===== src/sv/wwdt_pkg.sv =====
// Shared types, request codes and constants of the windowed watchdog timer
package wwdt_pkg;

  // Request codes
  localparam logic [3:0] REQ_INIT     = 4'd0;
  localparam logic [3:0] REQ_DEINIT   = 4'd1;
  localparam logic [3:0] REQ_SET_MODE = 4'd2;
  localparam logic [3:0] REQ_KICK     = 4'd3;
  localparam logic [3:0] REQ_FORCE    = 4'd4;
  localparam logic [3:0] REQ_ADVANCE  = 4'd5;
  localparam logic [3:0] REQ_CLEAR    = 4'd6;
  localparam logic [3:0] REQ_SIM_TO   = 4'd7;
  localparam logic [3:0] REQ_SIM_WIN  = 4'd8;
  localparam logic [3:0] REQ_QUERY    = 4'd9;

  // Mode codes
  localparam logic [1:0] MODE_OFF  = 2'd0;
  localparam logic [1:0] MODE_SLOW = 2'd1;
  localparam logic [1:0] MODE_FAST = 2'd2;

  // Status codes
  localparam logic [1:0] ST_UNINIT = 2'd0;
  localparam logic [1:0] ST_IDLE   = 2'd1;
  localparam logic [1:0] ST_BUSY   = 2'd2;
  localparam logic [1:0] ST_ERROR  = 2'd3;

  // Configuration register indexes
  localparam logic [1:0] CFG_DEFAULT_TO = 2'd0;
  localparam logic [1:0] CFG_SLOW_TO    = 2'd1;
  localparam logic [1:0] CFG_FAST_TO    = 2'd2;

  // Configuration reset values
  localparam logic [31:0] DEFAULT_TO_RST = 32'd1000;
  localparam logic [31:0] SLOW_TO_RST    = 32'd500;
  localparam logic [31:0] FAST_TO_RST    = 32'd50;

  // Flag bit positions
  localparam int FL_TIMEOUT = 0;
  localparam int FL_RESET   = 1;
  localparam int FL_WINDOW  = 2;
  localparam int FL_KICKED  = 3;

  // State of one watchdog instance
  typedef struct packed {
    logic        enabled;
    logic        running;
    logic [1:0]  cur_mode;
    logic [3:0]  flag_bits;
    logic [31:0] limit;
    logic [31:0] win_start;
    logic [31:0] win_end;
    logic [31:0] count;
    logic [31:0] elapsed;
    logic [31:0] kicks;
    logic [31:0] misses;
    logic [31:0] last_kick;
  } unit_t;

  // One result item
  typedef struct packed {
    logic        ok;
    logic [1:0]  status;
    logic        timeout_flag;
    logic        reset_flag;
    logic [31:0] kick_count;
    logic [31:0] miss_count;
    logic [31:0] count_now;
    logic [31:0] last_kick_time;
  } res_t;

  // Saturating 32-bit add
  function automatic logic [31:0] sat_add(input logic [31:0] a, input logic [31:0] b);
    logic [32:0] s;
    s = {1'b0, a} + {1'b0, b};
    return s[32] ? 32'hFFFF_FFFF : s[31:0];
  endfunction

endpackage


===== src/sv/wwdt_bank.sv =====
// Register bank holding every watchdog instance and the global ready bit
module wwdt_bank #(
  parameter int INSTANCES = 3
) (
  input  logic                clk,
  input  logic                rst_n,
  input  logic                wr_en,
  input  logic [2:0]          sel_idx,
  input  wwdt_pkg::unit_t     unit_nxt,
  input  logic                ready_nxt,
  output wwdt_pkg::unit_t     unit_rd,
  output logic                ready,
  output logic                others_idle
);

  wwdt_pkg::unit_t units_r [INSTANCES];
  logic            ready_r;

  // Select the addressed instance
  always_comb begin
    unit_rd = '0;
    for (int i = 0; i < INSTANCES; i++) begin
      if (sel_idx == 3'(i)) begin
        unit_rd = units_r[i];
      end
    end
  end

  // Check that every other instance is disabled with no flags raised
  always_comb begin
    others_idle = 1'b1;
    for (int i = 0; i < INSTANCES; i++) begin
      if (sel_idx != 3'(i) && (units_r[i].enabled || units_r[i].flag_bits != 4'd0)) begin
        others_idle = 1'b0;
      end
    end
  end

  // Write back the updated instance and ready bit
  always_ff @(posedge clk) begin
    if (!rst_n) begin
      for (int i = 0; i < INSTANCES; i++) begin
        units_r[i] <= '0;
      end
      ready_r <= 1'b0;
    end else if (wr_en) begin
      for (int i = 0; i < INSTANCES; i++) begin
        if (sel_idx == 3'(i)) begin
          units_r[i] <= unit_nxt;
        end
      end
      ready_r <= ready_nxt;
    end
  end

  assign ready = ready_r;

endmodule


===== src/sv/wwdt_eval.sv =====
// Single-pass evaluation of one request against one instance
module wwdt_eval (
  input  logic             in_range,
  input  logic [3:0]       req_type,
  input  logic [1:0]       mode,
  input  logic [31:0]      amount,
  input  logic [31:0]      init_timeout,
  input  logic [31:0]      default_to,
  input  logic [31:0]      slow_to,
  input  logic [31:0]      fast_to,
  input  wwdt_pkg::unit_t  unit_cur,
  input  logic             ready_cur,
  input  logic             others_idle,
  output wwdt_pkg::unit_t  unit_nxt,
  output logic             ready_nxt,
  output wwdt_pkg::res_t   res
);

  logic        ok;
  logic [31:0] adv_count;

  assign adv_count = wwdt_pkg::sat_add(unit_cur.count, amount);

  // Work out the new instance state
  always_comb begin
    unit_nxt  = unit_cur;
    ready_nxt = ready_cur;
    ok        = 1'b1;
    case (req_type)
      wwdt_pkg::REQ_INIT: begin
        unit_nxt          = '0;
        unit_nxt.limit    = (init_timeout != 32'd0) ? init_timeout : default_to;
        unit_nxt.enabled  = 1'b1;
        unit_nxt.running  = 1'b1;
        unit_nxt.cur_mode = wwdt_pkg::MODE_SLOW;
        ready_nxt         = 1'b1;
      end
      wwdt_pkg::REQ_DEINIT: begin
        unit_nxt = '0;
        if (others_idle) begin
          ready_nxt = 1'b0;
        end
      end
      wwdt_pkg::REQ_SET_MODE: begin
        case (mode)
          wwdt_pkg::MODE_OFF: begin
            unit_nxt.enabled  = 1'b0;
            unit_nxt.running  = 1'b0;
            unit_nxt.cur_mode = wwdt_pkg::MODE_OFF;
          end
          wwdt_pkg::MODE_SLOW: begin
            unit_nxt.enabled  = 1'b1;
            unit_nxt.running  = 1'b1;
            unit_nxt.cur_mode = wwdt_pkg::MODE_SLOW;
            unit_nxt.limit    = slow_to;
            unit_nxt.win_end  = slow_to;
            unit_nxt.count    = 32'd0;
          end
          wwdt_pkg::MODE_FAST: begin
            unit_nxt.enabled  = 1'b1;
            unit_nxt.running  = 1'b1;
            unit_nxt.cur_mode = wwdt_pkg::MODE_FAST;
            unit_nxt.limit    = fast_to;
            unit_nxt.win_end  = fast_to;
            unit_nxt.count    = 32'd0;
          end
          default: begin
            ok = 1'b0;
          end
        endcase
      end
      wwdt_pkg::REQ_KICK: begin
        if (unit_cur.enabled) begin
          if (unit_cur.count >= unit_cur.limit) begin
            unit_nxt.flag_bits[wwdt_pkg::FL_TIMEOUT] = 1'b1;
            unit_nxt.misses = wwdt_pkg::sat_add(unit_cur.misses, 32'd1);
            ok = 1'b0;
          end else if (unit_cur.flag_bits[wwdt_pkg::FL_WINDOW] &&
                       (unit_cur.count < unit_cur.win_start ||
                        unit_cur.count > unit_cur.win_end)) begin
            ok = 1'b0;
          end else begin
            unit_nxt.count = 32'd0;
            unit_nxt.kicks = wwdt_pkg::sat_add(unit_cur.kicks, 32'd1);
            unit_nxt.flag_bits[wwdt_pkg::FL_KICKED] = 1'b1;
            unit_nxt.last_kick = unit_cur.elapsed;
          end
        end
      end
      wwdt_pkg::REQ_FORCE: begin
        unit_nxt.flag_bits[wwdt_pkg::FL_TIMEOUT] = 1'b1;
        unit_nxt.flag_bits[wwdt_pkg::FL_RESET]   = 1'b1;
      end
      wwdt_pkg::REQ_ADVANCE: begin
        if (unit_cur.running) begin
          unit_nxt.elapsed = wwdt_pkg::sat_add(unit_cur.elapsed, amount);
          unit_nxt.count   = adv_count;
          if (adv_count >= unit_cur.limit) begin
            unit_nxt.flag_bits[wwdt_pkg::FL_TIMEOUT] = 1'b1;
          end
        end
      end
      wwdt_pkg::REQ_CLEAR: begin
        unit_nxt = '0;
      end
      wwdt_pkg::REQ_SIM_TO: begin
        unit_nxt.flag_bits[wwdt_pkg::FL_TIMEOUT] = 1'b1;
        unit_nxt.count = wwdt_pkg::sat_add(unit_cur.limit, 32'd1);
      end
      wwdt_pkg::REQ_SIM_WIN: begin
        unit_nxt.flag_bits[wwdt_pkg::FL_WINDOW] = 1'b1;
        unit_nxt.count = wwdt_pkg::sat_add(unit_cur.win_end, 32'd1);
      end
      wwdt_pkg::REQ_QUERY: begin
      end
      default: begin
        ok = 1'b0;
      end
    endcase
  end

  // Build the result from the state after the request
  always_comb begin
    res = '0;
    if (!in_range) begin
      res.status = wwdt_pkg::ST_ERROR;
    end else begin
      res.ok = ok;
      if (!ready_nxt) begin
        res.status = wwdt_pkg::ST_UNINIT;
      end else if (unit_nxt.flag_bits[wwdt_pkg::FL_TIMEOUT]) begin
        res.status = wwdt_pkg::ST_ERROR;
      end else if (unit_nxt.enabled && unit_nxt.running) begin
        res.status = wwdt_pkg::ST_BUSY;
      end else begin
        res.status = wwdt_pkg::ST_IDLE;
      end
      res.timeout_flag   = unit_nxt.flag_bits[wwdt_pkg::FL_TIMEOUT];
      res.reset_flag     = unit_nxt.flag_bits[wwdt_pkg::FL_RESET];
      res.kick_count     = unit_nxt.kicks;
      res.miss_count     = unit_nxt.misses;
      res.count_now      = unit_nxt.count;
      res.last_kick_time = unit_nxt.last_kick;
    end
  end

endmodule


===== src/sv/windowed_watchdog_timer.sv =====
// Windowed watchdog timer bank: request register, evaluation and result register
//
// A bank of INSTANCES watchdogs, each driven by requests addressed to it.
// Input channel: a request is taken at a rising edge with start high and busy
// low; busy stays low, so a request can be issued in every cycle. The request
// is registered, evaluated against the addressed instance in one pass, and
// the instance state and the result are written together at the next edge.
// out_valid is high for one cycle per request, after the request and result
// registers. Throughput: one request per cycle, set by the single evaluation
// stage; back-to-back requests to the same instance see each other's updates.
// Result channel: every field sits on the out_ ports for the single cycle in
// which out_valid is high; the receiver cannot hold results off.
// Configuration: cfg_we writes cfg_data into the timeout register selected by
// cfg_index (default, slow, fast); an unknown index is ignored. Write only
// while no request is in flight.
// Reset (rst_n low, synchronous) clears every instance, drops the ready bit,
// empties the request and result stages and restores the timeout registers.
module windowed_watchdog_timer #(
  parameter int INSTANCES = 3
) (
  input  logic        clk,
  input  logic        rst_n,
  input  logic        start,
  output logic        busy,
  input  logic [3:0]  in_req_type,
  input  logic [2:0]  in_instance_req,
  input  logic [1:0]  in_mode,
  input  logic [31:0] in_amount,
  input  logic [31:0] in_init_timeout,
  output logic        out_valid,
  output logic        out_ok,
  output logic [1:0]  out_status,
  output logic        out_timeout_flag,
  output logic        out_reset_flag,
  output logic [31:0] out_kick_count,
  output logic [31:0] out_miss_count,
  output logic [31:0] out_count_now,
  output logic [31:0] out_last_kick_time,
  input  logic        cfg_we,
  input  logic [1:0]  cfg_index,
  input  logic [31:0] cfg_data
);

  logic            req_valid_r;
  logic [3:0]      req_type_r;
  logic [2:0]      inst_r;
  logic [1:0]      mode_r;
  logic [31:0]     amount_r;
  logic [31:0]     init_to_r;
  logic [31:0]     default_to_r;
  logic [31:0]     slow_to_r;
  logic [31:0]     fast_to_r;
  logic            out_valid_r;
  wwdt_pkg::res_t  res_r;

  logic            in_range;
  logic            bank_wr;
  wwdt_pkg::unit_t unit_cur;
  wwdt_pkg::unit_t unit_nxt;
  logic            ready_cur;
  logic            ready_nxt;
  logic            others_idle;
  wwdt_pkg::res_t  res_nxt;

  assign busy = 1'b0;

  // Hold the timeout registers
  always_ff @(posedge clk) begin
    if (!rst_n) begin
      default_to_r <= wwdt_pkg::DEFAULT_TO_RST;
      slow_to_r    <= wwdt_pkg::SLOW_TO_RST;
      fast_to_r    <= wwdt_pkg::FAST_TO_RST;
    end else if (cfg_we) begin
      case (cfg_index)
        wwdt_pkg::CFG_DEFAULT_TO: default_to_r <= cfg_data;
        wwdt_pkg::CFG_SLOW_TO:    slow_to_r    <= cfg_data;
        wwdt_pkg::CFG_FAST_TO:    fast_to_r    <= cfg_data;
        default: begin
        end
      endcase
    end
  end

  // Register the request on transfer
  always_ff @(posedge clk) begin
    if (!rst_n) begin
      req_valid_r <= 1'b0;
    end else begin
      req_valid_r <= start && !busy;
    end
  end

  always_ff @(posedge clk) begin
    if (start && !busy) begin
      req_type_r <= in_req_type;
      inst_r     <= in_instance_req;
      mode_r     <= in_mode;
      amount_r   <= in_amount;
      init_to_r  <= in_init_timeout;
    end
  end

  assign in_range = {1'b0, inst_r} < 4'(INSTANCES);
  assign bank_wr  = req_valid_r && in_range;

  wwdt_bank #(
    .INSTANCES (INSTANCES)
  ) u_bank (
    .clk         (clk),
    .rst_n       (rst_n),
    .wr_en       (bank_wr),
    .sel_idx     (inst_r),
    .unit_nxt    (unit_nxt),
    .ready_nxt   (ready_nxt),
    .unit_rd     (unit_cur),
    .ready       (ready_cur),
    .others_idle (others_idle)
  );

  wwdt_eval u_eval (
    .in_range     (in_range),
    .req_type     (req_type_r),
    .mode         (mode_r),
    .amount       (amount_r),
    .init_timeout (init_to_r),
    .default_to   (default_to_r),
    .slow_to      (slow_to_r),
    .fast_to      (fast_to_r),
    .unit_cur     (unit_cur),
    .ready_cur    (ready_cur),
    .others_idle  (others_idle),
    .unit_nxt     (unit_nxt),
    .ready_nxt    (ready_nxt),
    .res          (res_nxt)
  );

  // Register the result
  always_ff @(posedge clk) begin
    if (!rst_n) begin
      out_valid_r <= 1'b0;
    end else begin
      out_valid_r <= req_valid_r;
    end
  end

  always_ff @(posedge clk) begin
    if (req_valid_r) begin
      res_r <= res_nxt;
    end
  end

  assign out_valid          = out_valid_r;
  assign out_ok             = res_r.ok;
  assign out_status         = res_r.status;
  assign out_timeout_flag   = res_r.timeout_flag;
  assign out_reset_flag     = res_r.reset_flag;
  assign out_kick_count     = res_r.kick_count;
  assign out_miss_count     = res_r.miss_count;
  assign out_count_now      = res_r.count_now;
  assign out_last_kick_time = res_r.last_kick_time;

  // Every result follows a matching earlier request transfer
  a_res_follows_req: assert property (@(posedge clk) disable iff (!rst_n)
    out_valid |-> $past(start && !busy, 2))
    else $error("result without a matching request transfer");

  // The forced-reset flag never stands without the timeout flag
  a_reset_implies_timeout: assert property (@(posedge clk) disable iff (!rst_n)
    out_valid && out_reset_flag |-> out_timeout_flag)
    else $error("reset flag reported without timeout flag");

  // A busy instance never reports a timeout
  a_busy_no_timeout: assert property (@(posedge clk) disable iff (!rst_n)
    out_valid && out_status == wwdt_pkg::ST_BUSY |-> !out_timeout_flag)
    else $error("busy status reported with timeout flag set");

  // A timeout flag shows either error or uninitialised status
  a_timeout_status: assert property (@(posedge clk) disable iff (!rst_n)
    out_valid && out_timeout_flag |->
      out_status == wwdt_pkg::ST_ERROR || out_status == wwdt_pkg::ST_UNINIT)
    else $error("timeout flag reported with idle or busy status");

endmodule


===== config.mk =====
export PLATFORM = sky130hd
export DESIGN_NAME = windowed_watchdog_timer
export DESIGN_NICKNAME = d
export VERILOG_FILES = /design/src/sv/wwdt_pkg.sv /design/src/sv/wwdt_bank.sv /design/src/sv/wwdt_eval.sv /design/src/sv/windowed_watchdog_timer.sv
export SDC_FILE = /design/constraint.sdc
export NUM_CORES = 2
export LEC_CHECK = 0
export CAP_MARGIN = 30
export CORE_UTILIZATION = 45
export CTS_BUF_LIST = sky130_fd_sc_hd__clkbuf_8
export CTS_CLUSTER_SIZE = 8
export DETAILED_ROUTE_END_ITERATION = 16
export DONT_BUFFER_PORTS = 1
export MAX_ROUTING_LAYER = met4
export SYNTH_ARGS = -nofsm -noshare
export SYNTH_HDL_FRONTEND = slang
export SYNTH_SLANG_ARGS = --single-unit

===== constraint.sdc =====
create_clock -name clk -period 18.95 [get_ports clk]
set_input_delay 2.8425 -clock clk [delete_from_list [all_inputs] [get_ports clk]]
set_output_delay 2.8425 -clock clk [all_outputs]
set_load 0.02 [all_outputs]

# After elaboration in Yosys (flattened, before gate mapping)
# Memory sizes are Yosys's and may differ from the RTL's.
# Cells that the tools add are included.
# totals
latch_bits	0
wordCells	148
romBits	0
mem_count	1
reg_bits	305
mem_bits_rw	792
# memory_table
memory	words	width	read_ports	rd_ports_with_merged_regs	wr	line_no	text
u_bank.units_r	3	264	3	0	3	wwdt_bank.sv:16	wwdt_pkg::unit_t units_r [INSTANCES];
# op_classes
div	0
n_bitwise	3
add_sub_neg	6
n_mul	0
n_reduce_logical	27
eq_ne	17
shifts	0
mux	70
n_lt_le_gt_ge	5
# op_table
cell	count
$mux 264	6
$mux 32	16
$pmux 32 s2	3
$pmux 32 s6	1
$pmux 96 s2	1
$add 32x1->33 const B	4
$pmux 64 s2	1
$mux 96	1
$pmux 32 s3	1
$add 32x32->33	2
$ge 32x32->1	2
$mux 64	1
$gt 32x32->1	1
$lt 32x32->1	1
$reduce_bool 32->1	1
$mux 1	28
$pmux 4 s3	2
$eq 4x3->1 const B	4
$reduce_bool 4->1	3
$eq 4x2->1 const B	2
$eq 4x4->1 const B	2
$pmux 1 s2	4
$reduce_or 8->1	1
$logic_and 1x1->1	6
20 further kinds	34

# Longest topological paths before layout
# depth
ltp_word	12
ltp_mapped	37

# Modules after synthesis
# From an unflattened synthesis, not the netlist that was laid out.
# hier_totals
hier_cells	5515
area_unflattened_um2	58128.2
# modules_own_cells
module	n_inst	area_each_um2	cells_per_inst
wwdt_bank	1	32327.3	2286
wwdt_eval	1	15896.5	2658
windowed_watchdog_timer	1	9904.5	571

# Worst setup path before layout
# No wires, ideal clock.
# synth_path
path_kind	reg2reg
start	reg req_valid_r
end	mem u_bank.units_r[0][264] in the netlist's numbering (enable)
slack_ps	9079
path_stages_with_launch	4
t_arrival_ps	9237
period_less_slack_ps	9871
setup_ps	634
n_path_buf	0
cell_sequence	dfxtp_1 nor3b_1 nand2_1 nand2_1
# synth_lines
item	line_no	text
from (decl)	windowed_watchdog_timer.sv:44	logic req_valid_r;
from (signal assigned)	windowed_watchdog_timer.sv:89	req_valid_r <= start && !busy;
to (decl)	wwdt_bank.sv:16	

# Final worst setup path
# layout_path
start	reg inst_r[1]
end	reg res_r, in the netlist out_status[0], data pin
# layout_between
elab_chain_cells	12
word_cells_on_any_way	33
classes_between	add/sub: 1; order compare: 3; eq/ne: 4; mux: 19; reduce/logical: 6
# layout_rtl
item	line_no	text
from (decl)	windowed_watchdog_timer.sv:46	logic [2:0] inst_r;
from (signal assigned)	windowed_watchdog_timer.sv:96	inst_r <= in_instance_req;
$logic_not 3->1	wwdt_bank.sv:23	if (sel_idx == 3'(i)) begin
$mux 264 (3 in series)	wwdt_bank.sv:23	
$add 32x32->33	wwdt_pkg.sv:74	s = {1'b0, a} + {1'b0, b};
$mux 32	wwdt_pkg.sv:75	return s[32] ? 32'hFFFF_FFFF : s[31:0];
$ge 32x32->1	wwdt_eval.sv:98	if (adv_count >= unit_cur.limit) begin
$mux 1	wwdt_eval.sv:98	
$mux 1	wwdt_eval.sv:95	if (unit_cur.running) begin
$pmux 1 s4	wwdt_eval.sv:29	case (req_type)
$mux 2	wwdt_eval.sv:131	end else if (unit_nxt.flag_bits[wwdt_pkg::FL_TIMEOUT]) begin
$mux 2	wwdt_eval.sv:129	if (!ready_nxt) begin
to (signal assigned)	windowed_watchdog_timer.sv:148	res_r <= res_nxt;
to (decl)	windowed_watchdog_timer.sv:54	wwdt_pkg::res_t res_r;
# Several ways; a longest one is shown, not always the timed one.
# A chain may end at the register's enable or synchronous reset.

==> run_results.csv <==
group,metric,value,unit
setup_path,crit_type,"flip-flop to flip-flop",
setup_path,worst_r2r_endpoint,"out_status[0]",
timing,timing.hold.ws,0.454,ns
global_route,grt_max_degree,139,
clocking,htreeDepth,4,
power,power.internal,4.01,mW
floorplan,dieArea,0.125,mm^2
yosys,netlist_area,0.0557,mm^2
yosys,syn_inst,5049,
power,pwr-share-clk,35.1,%
setup_path,path_delay_family,"compound AO/OA/AOI/OAI gates",
global_route,grt_pass1_wl,257000,um
yosys,synth_seq_cells,1091,
yosys,synth_flop_cell,"edfxtp_1",
setup_path,cp.arrival,10.33,ns
job,maxCapViolCount,0,
drt,drcViolationCount,0,
yosys,syn-num-nets,5360,
clocking,cts_tree,"built",
clocking,cts_repair_resize_count,0,
final_layout,postLayoutCoreUtil,49.6,%
timing,post-route-period-util,51.2,%
setup_path,regToRegSetupSlack,9.26,ns
drt,drt_wl_total,175000,um
global_route,grt_pass1_vias,38500,
clocking,cts_buffer_depth,3,
power,cellPowerDensity,92.4,mW/mm^2
power,swShare,28.3,%
yosys,synth.distinct_cells,100,
floorplan,design.core.area,0.122,mm^2
timing,hold_violations,0,
floorplan,die_w,354,um
placement,numPortBuffers,0,
drt,ant_nets,0,
clocking,path_clk_slew,0.06,ns
floorplan,floorplan.initialDensity,45.5,%
min_path,hold_end,"default_to_r[28]",
floorplan,dieHeight,354,um
drt,drt_iter0_drc,4096,
drt,wl_per_cell,25.7,um
power,peakVddDrop,0.0000749,V
min_path,min_from,"default_to_r[28]",
setup_path,path_buf_inv,4,
timing,tns,0,ns
final_layout,final_cell_count_no_fill,6808,
floorplan,io_pins,246,
clocking,cts_made_buffers,184,
yosys,syn_avg_cell_area,11.0,um^2
global_route,grt_overflow_total,0,
global_route,grt_antenna_before_repair,9,
setup_path,critPathRequiredTime,19.58,ns
setup_path,r2r-start,"inst_r[1]",
yosys,ys_seq_area_share,57.0,%
clocking,hold_buffers,0,
clocking,root_buffer,"clkbuf_8",
power,p_leak,23.0,nW
timing,setup_viol,0,
clocking,clkSinkCount,1091,
setup_path,slowest_delay,0.83,ns
drt,drt_first_pass_iters,6,
global_route,grt_usage,28.3,%
yosys,synth_edf_count,992,
floorplan,rows,128,
placement,hpwl,118000,um
timing,slew_headroom,22.2,%
power,comb_power_share,14.5,%
setup_path,r2r_cells,27,
setup_path,path_max_fanout,54,
setup_path,crit_top_cell,"a21o_1",
final_layout,final_common_cell,"edfxtp_1",
placement,gp_congestion,0.966,
timing,worst_pin_slew,1.15,ns
min_path,hold_class,"flip-flop to flip-flop",
setup_path,crit_slowest_cell,"nor2b_4",
final_layout,most-common-layout-cells,"edfxtp_1, nand2_1, nor2_1",
timing,clock_skew,0.0713,ns
drt,post_drt_via_cell_ratio,5.97,
power,p_seq_share,50.4,%
setup_path,worst_setup_path_end_kind,"flip-flop",
clocking,worst_skew_pair.late_latency,0.93,ns
timing,rsz0062_at_grt,"no",
clocking,cts_setup_buffers,0,
final_layout,layout.nets,5349,
timing,max_freq,103,MHz
drt,dr_total_vias,40700,
setup_path,critPathLaunchType,"flip-flop",
yosys,async_flop_share,0,%
timing,period_needed,9.69,ns
outcome,status,"completed",
placement,dp_cells,6477,
power,switchingPower,1.59,mW
yosys,yosys_warnings,0,
timing,slew_viol_final,0,
final_layout,layout-drive-gt1-share,8.23,%
final_layout,area_growth,8.80,%
min_path,hold_path_depth,2,
==> routing by layer <==
layer	GRT usage, %	vias up	wire (um)
li1	-	18700	-
met1	37.4	20000	74300
met2	44.0	1684	82500
met3	5.04	267	13100
met4	9.22	0	5200
met5	-	-	0
==> cell type report <==
type | instances | area [um^2]
clock inverters | 131 | 718
clock buffers | 193 | 2660
diodes | 7 | 17.5
well taps | 1625 | 2030
flip-flops and latches | 1091 | 31800
fillers | 11100 | 61700
repair buffers | 88 | 808
multi-input cells | 3571 | 22200
inverters | 102 | 383
==> through the flow <==
stage / cell area, um^2 / total power [mW] / worst slack, ns
6_report: 60600 / 5.60 / 9.26
5_1_grt: 60600 / 5.82 / 8.69
4_1_cts: 60600 / 5.65 / 9.13
3_5_place_dp: 57200 / 3.68 / 9.16
3_3_place_gp: 57100 / 3.67 / 9.33
2_1_floorplan: 55700 / 3.42 / 9.08
==> state kept, by name, summed over array words and instances, names as in the netlist <==
signal and cells:
amount_r 32, default_to_r 32, fast_to_r 32, init_to_r 32, inst_r 3, mode_r 2, out_count_now 32, out_kick_count 32
out_last_kick_time 32, out_miss_count 32, out_ok 1, out_reset_flag 1, out_status 2, out_timeout_flag 1, out_valid 1, req_type_r 4
req_valid_r 1, slow_to_r 32, u_bank.ready 1, u_bank.units_r 786
==> synth_stat cells, drive strengths merged, types with 31 or more instances <==
master,n,area (um^2)
nor4,40,284
ha,198,2480
and3,31,194
inv,102,383
edfxtp,992,29800
nand4,59,375
dfxtp,99,1980
and2,101,632
a21o,118,886
nand3,91,470
o21ai,199,996
a21oi,482,2440
nor2,559,2110
a221o,39,390
a31oi,37,231
nor3,87,478
or2,67,419
xnor2,72,631
a221oi,39,348
mux2i,306,3060
a211oi,32,245
buf,105,744
clkbuf,180,676
a2bb2oi,44,385
nand2,649,2440
==> logic make-up (layout without fill, tap and decap cells) <==
kind of cell / after synthesis / in the layout / synth area share (%)
xor+xnor: 96 / 96 / 1.51
buf+inv: 387 / 514 / 3.24
simple gates: 1775 / 1775 / 14.5
mux: 312 / 312 / 5.62
flops: 1091 / 1091 / 57.0
compound gates: 1187 / 1187 / 13.6
fa+ha+maj: 200 / 200 / 4.52
other cells: 1 / 8 / 0.00673
==> power groups by stage <==
stage	combinational [mW]	sequential, mW	clock (mW)
final	0.812	2.82	1.97
after global routing	0.879	2.83	2.11
after CTS	0.807	2.82	2.02
after detailed placement	0.803	2.87	0
after global placement	0.797	2.87	0
after floorplan	0.554	2.86	0
==> worst min-delay path, delay by kind of cell (launching register included) <==
family / cells / cell delay [ns]
simple gates: 1 / 0.05
flops: 1 / 0.31
compound gates: 1 / 0.05
==> how the worst max path moves through the flow <==
| stage | cells after the start | start | slack, ns | end |
|---|---|---|---|---|
| floorplan | 3 | req_valid_r | 9.08 | u_bank.units_r[0][264] |
| global placement | 27 | inst_r[1] | 9.33 | out_status[1] |
| detailed placement | 27 | inst_r[1] | 9.16 | out_status[0] |
| global route | 27 | inst_r[1] | 8.69 | out_status[0] |
| CTS | 27 | inst_r[1] | 9.13 | out_status[0] |
| finish | 27 | inst_r[1] | 9.26 | out_status[0] |
(Power assumes the default switching activity.)
